--- config.mk ---
export PLATFORM = sky130hd
export DESIGN_NAME = voltage_controlled_biquad
export DESIGN_NICKNAME = d
export VERILOG_FILES = /design/src/sv/vcbq_pkg.sv /design/src/sv/voltage_controlled_biquad.sv
export SDC_FILE = /design/constraint.sdc
export NUM_CORES = 2
export LEC_CHECK = 0
export ABC_AREA = 1
export BUFFER_PORTS_ARGS = -buffer_cell sky130_fd_sc_hd__buf_4
export CAP_MARGIN = 5
export CORE_MARGIN = 5
export CORE_UTILIZATION = 45
export CTS_CLUSTER_DIAMETER = 150
export DETAILED_ROUTE_END_ITERATION = 12
export GPL_ROUTABILITY_DRIVEN = 0
export GPL_TIMING_DRIVEN = 0
export SLEW_MARGIN = 20
export SYNTH_ARGS = -nofsm -noshare
export SYNTH_HDL_FRONTEND = slang
export SYNTH_SLANG_ARGS = --single-unit
--- constraint.sdc ---
create_clock -name clk -period 11.7 [get_ports clk]
set_clock_uncertainty 0.15 [all_clocks]
set_input_delay 2.34 -clock clk [delete_from_list [all_inputs] [get_ports clk]]
set_output_delay 2.34 -clock clk [all_outputs]
set_load 0.05 [all_outputs]
--- src/sv/vcbq_pkg.sv ---
// ----------------------------------------------------------------------------
// vcbq_pkg
// Types and fixed widths for the voltage-controlled biquad.
// ----------------------------------------------------------------------------
`default_nettype none

package vcbq_pkg;

  typedef enum logic [3:0] {
    ST_IDLE,
    ST_LL,
    ST_DIV_AL,
    ST_RCP_SETUP,
    ST_DIV_RCP,
    ST_A1,
    ST_A2,
    ST_T1,
    ST_T2,
    ST_W0,
    ST_TAP,
    ST_GAIN,
    ST_Y,
    ST_FIN
  } state_t;

  localparam int CUT_W  = 24;
  localparam int QUAL_W = 24;
  localparam int MODE_W = 3;
  localparam int COEF_W = 32;

  localparam logic [MODE_W-1:0] MODE_LP   = 3'd0;
  localparam logic [MODE_W-1:0] MODE_BP   = 3'd1;
  localparam logic [MODE_W-1:0] MODE_RBP  = 3'd2;
  localparam logic [MODE_W-1:0] MODE_HP   = 3'd3;
  localparam logic [MODE_W-1:0] MODE_THRU = 3'd4;

  // shared multiplier: 52-bit signed A split in two 26-bit halves, 34-bit signed B
  localparam int OPA_W    = 52;
  localparam int OPA_HALF = 26;
  localparam int OPB_W    = 34;
  localparam int PROD_W   = OPA_HALF + 1 + OPB_W;
  localparam int FULL_W   = OPA_W + OPB_W + 1;
  localparam int RES_W    = 64;
  localparam int SHIFT_W  = 6;

  localparam logic [SHIFT_W-1:0] SH_NONE    = 6'd0;
  localparam logic [SHIFT_W-1:0] SH_COEF    = 6'd33;
  localparam logic [SHIFT_W-1:0] SH_TAP     = 6'd30;
  localparam logic [SHIFT_W-1:0] SH_GAIN    = 6'd16;
  localparam logic [SHIFT_W-1:0] SH_GAIN_HP = 6'd32;

  localparam logic signed [OPA_W-1:0] ONE_Q32 = 52'sh1_0000_0000;
  localparam logic signed [OPA_W-1:0] TWO_Q32 = 52'sh2_0000_0000;

  // shared restoring divider
  localparam int DIVN_W = 36;
  localparam int DEN_W  = 50;
  localparam int DCNT_W = 6;
  localparam int FRAC_SHIFT = 12;
  localparam logic [DCNT_W-1:0] AL_STEPS  = 6'd36;
  localparam logic [DCNT_W-1:0] RCP_STEPS = 6'd32;
  localparam logic [DEN_W-1:0]  RCP_SEED  = 50'h0_0000_8000_0000;
  localparam logic [DEN_W-1:0]  ONE_D     = 50'h1_0000_0000;

endpackage

`default_nettype wire

--- src/sv/voltage_controlled_biquad.sv ---
// ----------------------------------------------------------------------------
// voltage_controlled_biquad
// Bilinear biquad (LP/BP/resonant BP/HP/thru), coefficient control per update interval.
// ----------------------------------------------------------------------------
// LP skips the gain multiply and pass-through skips the filter. Requests are taken
// only in the idle state: a new one is taken only after the last result has left
// ST_FIN, which waits while m_tvalid is high and m_tready low. A request that
// reloads coefficients adds a multiply, a 36-step and a 32-step restoring division
// on the shared divider and a setup state. One 27x34 multiplier serves every product.
// Reset (synchronous, rst high) clears the delays and phase, mode = pass-through.
`default_nettype none

module voltage_controlled_biquad #(
  parameter int SAMPLE_BITS          = 24,
  parameter int STATE_BITS           = 32,
  parameter int COEF_UPDATE_INTERVAL = 4
) (
  input  wire logic clk,
  input  wire logic rst,
  input  wire logic                         cfg_wr_en,
  input  wire logic [vcbq_pkg::MODE_W-1:0]  cfg_wr_data,
  input  wire logic s_tvalid,
  output logic      s_tready,
  // sample_in, cutoff_warp, quality
  input  wire logic [((SAMPLE_BITS+vcbq_pkg::CUT_W+vcbq_pkg::QUAL_W+7)/8)*8-1:0] s_tdata,
  output logic      m_tvalid,
  input  wire logic m_tready,
  // sample_out
  output logic [((SAMPLE_BITS+7)/8)*8-1:0] m_tdata
);
  import vcbq_pkg::*;

  localparam int OUT_W  = ((SAMPLE_BITS + 7) / 8) * 8;
  localparam int PH_W   = (COEF_UPDATE_INTERVAL > 1) ? $clog2(COEF_UPDATE_INTERVAL) : 1;
  localparam int XL     = (SAMPLE_BITS <= 25) ? 25 - SAMPLE_BITS : 0;
  localparam int XR     = (SAMPLE_BITS > 25) ? SAMPLE_BITS - 25 : 0;
  localparam logic [SHIFT_W-1:0] SH_OUT = SHIFT_W'(56 - SAMPLE_BITS);
  localparam logic [PH_W-1:0] PH_LAST = PH_W'(COEF_UPDATE_INTERVAL - 1);
  localparam logic signed [OPA_W-1:0] W_MAX = OPA_W'((64'sd1 <<< (STATE_BITS - 1)) - 1);
  localparam logic signed [OPA_W-1:0] W_MIN = -W_MAX - 1;
  localparam logic signed [RES_W-1:0] Y_MAX = RES_W'((64'sd1 <<< (SAMPLE_BITS - 1)) - 1);
  localparam logic signed [RES_W-1:0] Y_MIN = -Y_MAX - 1;

  state_t state, state_next;

  logic [MODE_W-1:0] filter_mode;
  logic [PH_W-1:0]   update_phase;
  logic              accept;
  logic              thru;

  logic signed [SAMPLE_BITS-1:0] x_r, y_r;
  logic [CUT_W-1:0]  l_r, q_r, q_in;
  logic [CUT_W-1:0]  held_cutoff;
  logic [COEF_W-1:0] held_damping, held_reciprocal, gain;
  logic [2*CUT_W-1:0] held_ll;

  logic signed [STATE_BITS-1:0] delay_one, delay_two, w0;
  logic signed [OPB_W-1:0] a1, a2;
  logic signed [OPA_W-1:0] t1, t2, tap;

  // shared multiplier
  logic [1:0] mstep;
  logic       mul_on, mul_done;
  logic signed [OPA_W-1:0]    op_a;
  logic signed [OPB_W-1:0]    op_b;
  logic [SHIFT_W-1:0]         op_sh;
  logic signed [OPA_HALF:0]   mul_x;
  logic signed [PROD_W-1:0]   mul_p, mprod, macc;
  logic signed [FULL_W-1:0]   full;
  logic signed [RES_W-1:0]    mres;

  // shared divider
  logic [DEN_W-1:0]  dv_rem, dv_den, dv_rem_next;
  logic [DIVN_W-1:0] dv_num, dv_quo, dv_quo_next;
  logic [DCNT_W-1:0] dv_cnt;
  logic [DEN_W:0]    dv_trial, dv_diff;
  logic              dv_ge, dv_last;
  logic [COEF_W-1:0] al_sat;
  logic [DEN_W-1:0]  den_rcp;

  logic signed [OPA_W-1:0] ll_s, al_s, l_s, c1, c2, xs, w_sum;
  logic signed [OPA_W-1:0] w0_e, w1_e, w2_e;
  logic signed [OPB_W-1:0] rcp_b;

  assign s_tready = (state == ST_IDLE);
  assign accept   = s_tvalid & s_tready;
  assign thru     = (filter_mode > MODE_HP);
  assign q_in     = s_tdata[SAMPLE_BITS+CUT_W +: QUAL_W];

  assign ll_s  = $signed(OPA_W'(held_ll));
  assign al_s  = $signed(OPA_W'(held_damping));
  assign l_s   = $signed(OPA_W'(held_cutoff));
  assign rcp_b = $signed(OPB_W'(held_reciprocal));
  assign c1    = TWO_Q32 - (ll_s <<< 1);
  assign c2    = ONE_Q32 + ll_s - (al_s <<< 16);
  assign xs    = (OPA_W'(x_r) <<< XL) >>> XR;
  assign w_sum = xs - t1 - t2;
  assign w0_e  = OPA_W'(w0);
  assign w1_e  = OPA_W'(delay_one);
  assign w2_e  = OPA_W'(delay_two);

  // multiplier datapath: low half, high half, then align and shift
  assign mul_x = (mstep == 2'd0) ? $signed({1'b0, op_a[OPA_HALF-1:0]})
                                 : $signed({op_a[OPA_W-1], op_a[OPA_W-1:OPA_HALF]});
  assign mul_p    = mul_x * op_b;
  assign full     = FULL_W'(macc) + (FULL_W'(mprod) <<< OPA_HALF);
  assign mres     = RES_W'(full >>> op_sh);
  assign mul_done = mul_on && (mstep == 2'd2);

  // divider step
  assign dv_trial    = {dv_rem, dv_num[DIVN_W-1]};
  assign dv_diff     = dv_trial - {1'b0, dv_den};
  assign dv_ge       = (dv_trial >= {1'b0, dv_den});
  assign dv_rem_next = dv_ge ? dv_diff[DEN_W-1:0] : dv_trial[DEN_W-1:0];
  assign dv_quo_next = {dv_quo[DIVN_W-2:0], dv_ge};
  assign dv_last     = (dv_cnt == DCNT_W'(1));
  assign al_sat      = (|dv_quo_next[DIVN_W-1:COEF_W]) ? '1 : dv_quo_next[COEF_W-1:0];
  assign den_rcp     = DEN_W'(held_ll) + ONE_D + (DEN_W'(held_damping) << 16);

  always_ff @(posedge clk) begin
    if (rst) begin
      state <= ST_IDLE;
    end else begin
      state <= state_next;
    end
  end

  always_comb begin
    state_next = state;
    mul_on     = 1'b0;
    op_a       = '0;
    op_b       = rcp_b;
    op_sh      = SH_NONE;
    case (state)
      ST_IDLE: begin
        if (s_tvalid) begin
          if (update_phase == '0) state_next = ST_LL;
          else if (thru) state_next = ST_FIN;
          else state_next = ST_A1;
        end
      end
      ST_LL: begin
        mul_on = 1'b1;
        op_a   = $signed(OPA_W'(l_r));
        op_b   = $signed(OPB_W'(l_r));
        if (mstep == 2'd2) state_next = ST_DIV_AL;
      end
      ST_DIV_AL: begin
        if (dv_last) state_next = ST_RCP_SETUP;
      end
      ST_RCP_SETUP: state_next = ST_DIV_RCP;
      ST_DIV_RCP: begin
        if (dv_last) state_next = thru ? ST_FIN : ST_A1;
      end
      ST_A1: begin
        mul_on = 1'b1;
        op_a   = c1;
        op_sh  = SH_COEF;
        if (mstep == 2'd2) state_next = ST_A2;
      end
      ST_A2: begin
        mul_on = 1'b1;
        op_a   = c2;
        op_sh  = SH_COEF;
        if (mstep == 2'd2) state_next = ST_T1;
      end
      ST_T1: begin
        mul_on = 1'b1;
        op_a   = w1_e;
        op_b   = a1;
        op_sh  = SH_TAP;
        if (mstep == 2'd2) state_next = ST_T2;
      end
      ST_T2: begin
        mul_on = 1'b1;
        op_a   = w2_e;
        op_b   = a2;
        op_sh  = SH_TAP;
        if (mstep == 2'd2) state_next = ST_W0;
      end
      ST_W0: state_next = ST_TAP;
      ST_TAP: state_next = (filter_mode == MODE_LP) ? ST_Y : ST_GAIN;
      ST_GAIN: begin
        mul_on = 1'b1;
        case (filter_mode)
          MODE_BP: begin
            op_a  = al_s;
            op_sh = SH_GAIN;
          end
          MODE_RBP: begin
            op_a  = l_s;
            op_sh = SH_GAIN;
          end
          default: begin
            op_a  = ll_s;
            op_sh = SH_GAIN_HP;
          end
        endcase
        if (mstep == 2'd2) state_next = ST_Y;
      end
      ST_Y: begin
        mul_on = 1'b1;
        op_a   = tap;
        op_b   = $signed(OPB_W'(gain));
        op_sh  = SH_OUT;
        if (mstep == 2'd2) state_next = ST_FIN;
      end
      ST_FIN: begin
        if (!m_tvalid || m_tready) state_next = ST_IDLE;
      end
      default: state_next = ST_IDLE;
    endcase
  end

  // control registers
  always_ff @(posedge clk) begin
    if (rst) begin
      filter_mode  <= MODE_THRU;
      update_phase <= '0;
      mstep        <= 2'd0;
      m_tvalid     <= 1'b0;
    end else begin
      if (cfg_wr_en) filter_mode <= cfg_wr_data;
      if (accept) update_phase <= (update_phase == PH_LAST) ? '0 : update_phase + 1'b1;
      if (mul_on) mstep <= (mstep == 2'd2) ? 2'd0 : mstep + 2'd1;
      if (state == ST_FIN && (!m_tvalid || m_tready)) m_tvalid <= 1'b1;
      else if (m_tready) m_tvalid <= 1'b0;
    end
  end

  // delays
  always_ff @(posedge clk) begin
    if (rst) begin
      delay_one <= '0;
      delay_two <= '0;
    end else if (state == ST_Y && mul_done) begin
      delay_two <= delay_one;
      delay_one <= w0;
    end
  end

  // datapath registers
  always_ff @(posedge clk) begin
    if (accept) begin
      x_r <= $signed(s_tdata[SAMPLE_BITS-1:0]);
      l_r <= s_tdata[SAMPLE_BITS +: CUT_W];
      q_r <= (q_in == '0) ? CUT_W'(1) : q_in;
      if (update_phase == '0) held_cutoff <= s_tdata[SAMPLE_BITS +: CUT_W];
    end

    if (mul_on) begin
      mprod <= mul_p;
      if (mstep == 2'd1) macc <= mprod;
    end

    case (state)
      ST_LL: begin
        if (mul_done) begin
          held_ll <= mres[2*CUT_W-1:0];
          dv_rem  <= '0;
          dv_num  <= {l_r, FRAC_SHIFT'(0)};
          dv_den  <= DEN_W'(q_r);
          dv_quo  <= '0;
          dv_cnt  <= AL_STEPS;
        end
      end
      ST_DIV_AL, ST_DIV_RCP: begin
        dv_rem <= dv_rem_next;
        dv_num <= dv_num << 1;
        dv_quo <= dv_quo_next;
        dv_cnt <= dv_cnt - 1'b1;
        if (dv_last) begin
          if (state == ST_DIV_AL) held_damping <= al_sat;
          else held_reciprocal <= dv_quo_next[COEF_W-1:0];
        end
      end
      ST_RCP_SETUP: begin
        // 2^63 / D: D >= 2^32, so seed the remainder with 2^31 and run 32 steps
        dv_den <= den_rcp;
        dv_rem <= RCP_SEED;
        dv_num <= '0;
        dv_quo <= '0;
        dv_cnt <= RCP_STEPS;
      end
      ST_A1: if (mul_done) a1 <= mres[OPB_W-1:0];
      ST_A2: if (mul_done) a2 <= mres[OPB_W-1:0];
      ST_T1: if (mul_done) t1 <= mres[OPA_W-1:0];
      ST_T2: if (mul_done) t2 <= mres[OPA_W-1:0];
      ST_W0: begin
        if (w_sum > W_MAX) w0 <= W_MAX[STATE_BITS-1:0];
        else if (w_sum < W_MIN) w0 <= W_MIN[STATE_BITS-1:0];
        else w0 <= w_sum[STATE_BITS-1:0];
      end
      ST_TAP: begin
        gain <= held_reciprocal;
        case (filter_mode)
          MODE_LP: tap <= w0_e + (w1_e <<< 1) + w2_e;
          MODE_HP: tap <= w0_e - (w1_e <<< 1) + w2_e;
          default: tap <= w0_e - w2_e;
        endcase
      end
      ST_GAIN: if (mul_done) gain <= mres[COEF_W-1:0];
      ST_Y: begin
        if (mul_done) begin
          if (mres > Y_MAX) y_r <= Y_MAX[SAMPLE_BITS-1:0];
          else if (mres < Y_MIN) y_r <= Y_MIN[SAMPLE_BITS-1:0];
          else y_r <= mres[SAMPLE_BITS-1:0];
        end
      end
      ST_FIN: begin
        if (!m_tvalid || m_tready) begin
          m_tdata <= OUT_W'($unsigned(thru ? x_r : y_r));
        end
      end
      default: ;
    endcase
  end

endmodule

`default_nettype wire

==> impl_metrics.tcl <==
set metrics [dict create \
    startpoint_type "flop" \
    synth_area_per_cell_sq_um 8.11 \
    ys_ff_latch 890 \
    run_status "completed" \
    cp.arrival_ps 11820 \
    path_clk_slew_ps 70 \
    slew_violations 0 \
    tritoncts "built" \
    period_minus_slack_ps 11520 \
    place_area_sq_um 101000 \
    die-area_sq_um 223000 \
    drive_gt1_frac 0.0549 \
    rows 169 \
    wire_per_inst_um 25.2 \
    antenna_left 0 \
    place_hpwl_mm 309 \
    dp_slack_ps -1160 \
    finalNetCount 13861 \
    slew_headroom 0.220 \
    avgViaCountPerCell 5.83 \
    hold_buffers 0 \
    grt_pass1_vias 85168 \
    route.detailed.drc 0 \
    netlist.area_leader.share 0.255 \
    dr.pass1.iters 10 \
    design_area_sq_um 105000 \
    area_growth_pct 9.63 \
    finalWirelength_mm 379 \
    cpLargestDelayFamily "adder cells" \
    maxCapViolations 0 \
    grt_max_degree 62 \
    initial_core_util 0.452 \
    cts.path.max_buffers 3 \
    finalWorstSetupSlack_ps 181 \
    cts_inserted_buffers 100 \
    cts-root-buf "clkbuf_16" \
    worst_slew_pin_slew_ps 1140 \
    overflow 0 \
    htreeDepth 3 \
    clock.fmax_ghz 0.0868 \
    synth_area_sq_um 96000 \
    io_pins 106 \
    crit_top_cell "fa_1" \
    die_h_um 472 \
    syn-instance-count 11842 \
    clock_latency_ps 790 \
    finalHoldViolations 0 \
    cpPeakStageDelay_ps 780 \
    initialDrtViolationCount 11964 \
    synth_area_leaders "edfxtp_1 (25%), fa_1 (22%), inv_1 (9.6%)" \
    setup_viol 0 \
    synth_edf_count 814 \
    worst-path-buf-inv 8 \
    min_period_over_period 0.985 \
    worstPathRequired_ps 12000 \
    crit_type "reg2reg" \
    track_usage 0.334 \
    end_kind "flop" \
    synth_top_cell_by_area "edfxtp_1" \
    numPortBuffers 105 \
    yosys-top-cells-count "inv_1 (2466), nand2_1 (2347), fa_1 (1057), nor2_1 (1022), edfxtp_1 (814)" \
    crit_fanout 10 \
    cp_slowest_cell "clkbuf_1" \
    cts.sinks 890 \
    fin_util 0.496 \
    die_x_um 472 \
    antenna_found_initial 24 \
    ys_seq_area_frac 0.270 \
    synthFlopType "edfxtp_1" \
    yosysWarnings 0 \
    core_sq_um 212000 \
    yosysMostFrequentCell "inv_1" \
    async_reset_ff_frac 0 \
    synth.distinct_cells 68 \
    grt_first_pass_wirelength_mm 552 \
    hold_path_class "reg2reg" \
    via_count 87736 \
    synth_nets 13574 \
    hold_ws_ps 297 \
]
==> repair_timing <==
action | 4_1_cts | 5_1_grt
gates resized for setup | 23 | 89
setup buffers | 4 | 27
pin swaps | 2 | 8
setup endpoints to repair | 32 | 34
==> cells in the final DEF (no fill, tap or decap), types with 26 or more instances in the layout <==
| cell | netlist | routed |
|---|---|---|
| inv_1 | 2466 | 2461 |
| nand2_1 | 2347 | 2333 |
| fa_1 | 1057 | 1054 |
| nor2_1 | 1022 | 1001 |
| edfxtp_1 | 814 | 814 |
| a21oi_1 | 745 | 738 |
| nand3_1 | 712 | 710 |
| ha_1 | 595 | 594 |
| o21ai_0 | 591 | 582 |
| clkbuf_1 | 238 | 231 |
| buf_4 | 18 | 164 |
| xor2_1 | 121 | 121 |
| xnor2_1 | 107 | 107 |
| clkbuf_16 | 0 | 102 |
| a31oi_1 | 77 | 77 |
| buf_2 | 82 | 76 |
| dfxtp_1 | 76 | 76 |
| nor3_1 | 67 | 65 |
| nand4_1 | 62 | 62 |
| o211ai_1 | 51 | 51 |
| o21a_1 | 46 | 45 |
| nor4_1 | 41 | 40 |
| o21ai_1 | 31 | 36 |
| or2_2 | 35 | 35 |
| o221ai_1 | 33 | 33 |
| clkinv_1 | 17 | 32 |
| buf_1 | 27 | 27 |
| nor2_2 | 15 | 26 |
| o2111ai_1 | 33 | 26 |
==> final timing paths <==
check                  start             endpoint  slack (ps)  depth (start not counted)
hold reg to reg   dv_quo[19]  held_reciprocal[20]         300                          0
setup reg to reg    state[0]            mprod[59]         180                         29
hold / removal    dv_quo[19]  held_reciprocal[20]         300                          0
setup / recovery    state[0]            mprod[59]         180                         29
==> sequential cells by signal, indices dropped and copies added, names as in the netlist, 32 cells and up <==
name and cells:
held_ll 48, mprod 61, w0 32, dv_den 50
a1 34, t1 52, delay_one 32, dv_quo 35
held_reciprocal 32, held_damping 32, dv_rem 50, t2 52
macc 61, gain 32, tap 35, delay_two 32
a2 34
==> stage by stage <==
step,TNS (ps),std cells
6_report,0,15059
5_1_grt,-36.4,15038
4_1_cts,0,15007
3_5_place_dp,-17420,14817
3_3_place_gp,-55770,14768
2_1_floorplan,0,11842
==> worst register-to-register path: cells and delay by family, from the launching register on <==
kind / cells / cell delay, ps
buffers and inverters: 8 / 2550
and+or+nand+nor: 6 / 2180
xor gates and xnor gates: 1 / 220
DFF: 1 / 380
adders and majority gates: 8 / 4220
AOI/OAI and AO/OA: 6 / 1480
==> logic make-up (layout without fill, tap and decap cells) <==
family | count (synthesis) | in the layout | synth area share
simple gates | 4372 | 4372 | 0.188
buf+inv | 2876 | 3247 | 0.115
xor+xnor | 228 | 228 | 0.0208
compound gates | 1823 | 1823 | 0.108
fa+ha+maj | 1652 | 1652 | 0.298
other cells | 0 | 25 | 0
mux | 1 | 1 | 0.000104
flops | 890 | 890 | 0.270
==> routing by layer <==
layer	wire length (um)	GRT usage	vias up
li1	-	-	38286
met1	139000	0.417	42028
met2	158000	0.493	5897
met3	48700	0.111	1507
met4	33200	0.226	18
met5	213	0.00512	-
==> final cells by class <==
| cell class | instances | area (sq um) |
|---|---|---|
| Buffer | 371 | 1660 |
| Clock inverter | 62 | 603 |
| Clock buffer | 124 | 2680 |
| Antenna cell | 25 | 62.6 |
| Sequential cell | 890 | 26000 |
| Fill cell | 20610 | 107000 |
| Timing Repair Buffer | 186 | 1870 |
| Multi-Input combinational cell | 8076 | 59500 |
| Inverter | 2504 | 9420 |
| Tap cell | 2821 | 3530 |
Power is left out: the tool's default activity adds up to more than one toggle a clock period on the data nets, which glitch-free logic cannot reach.
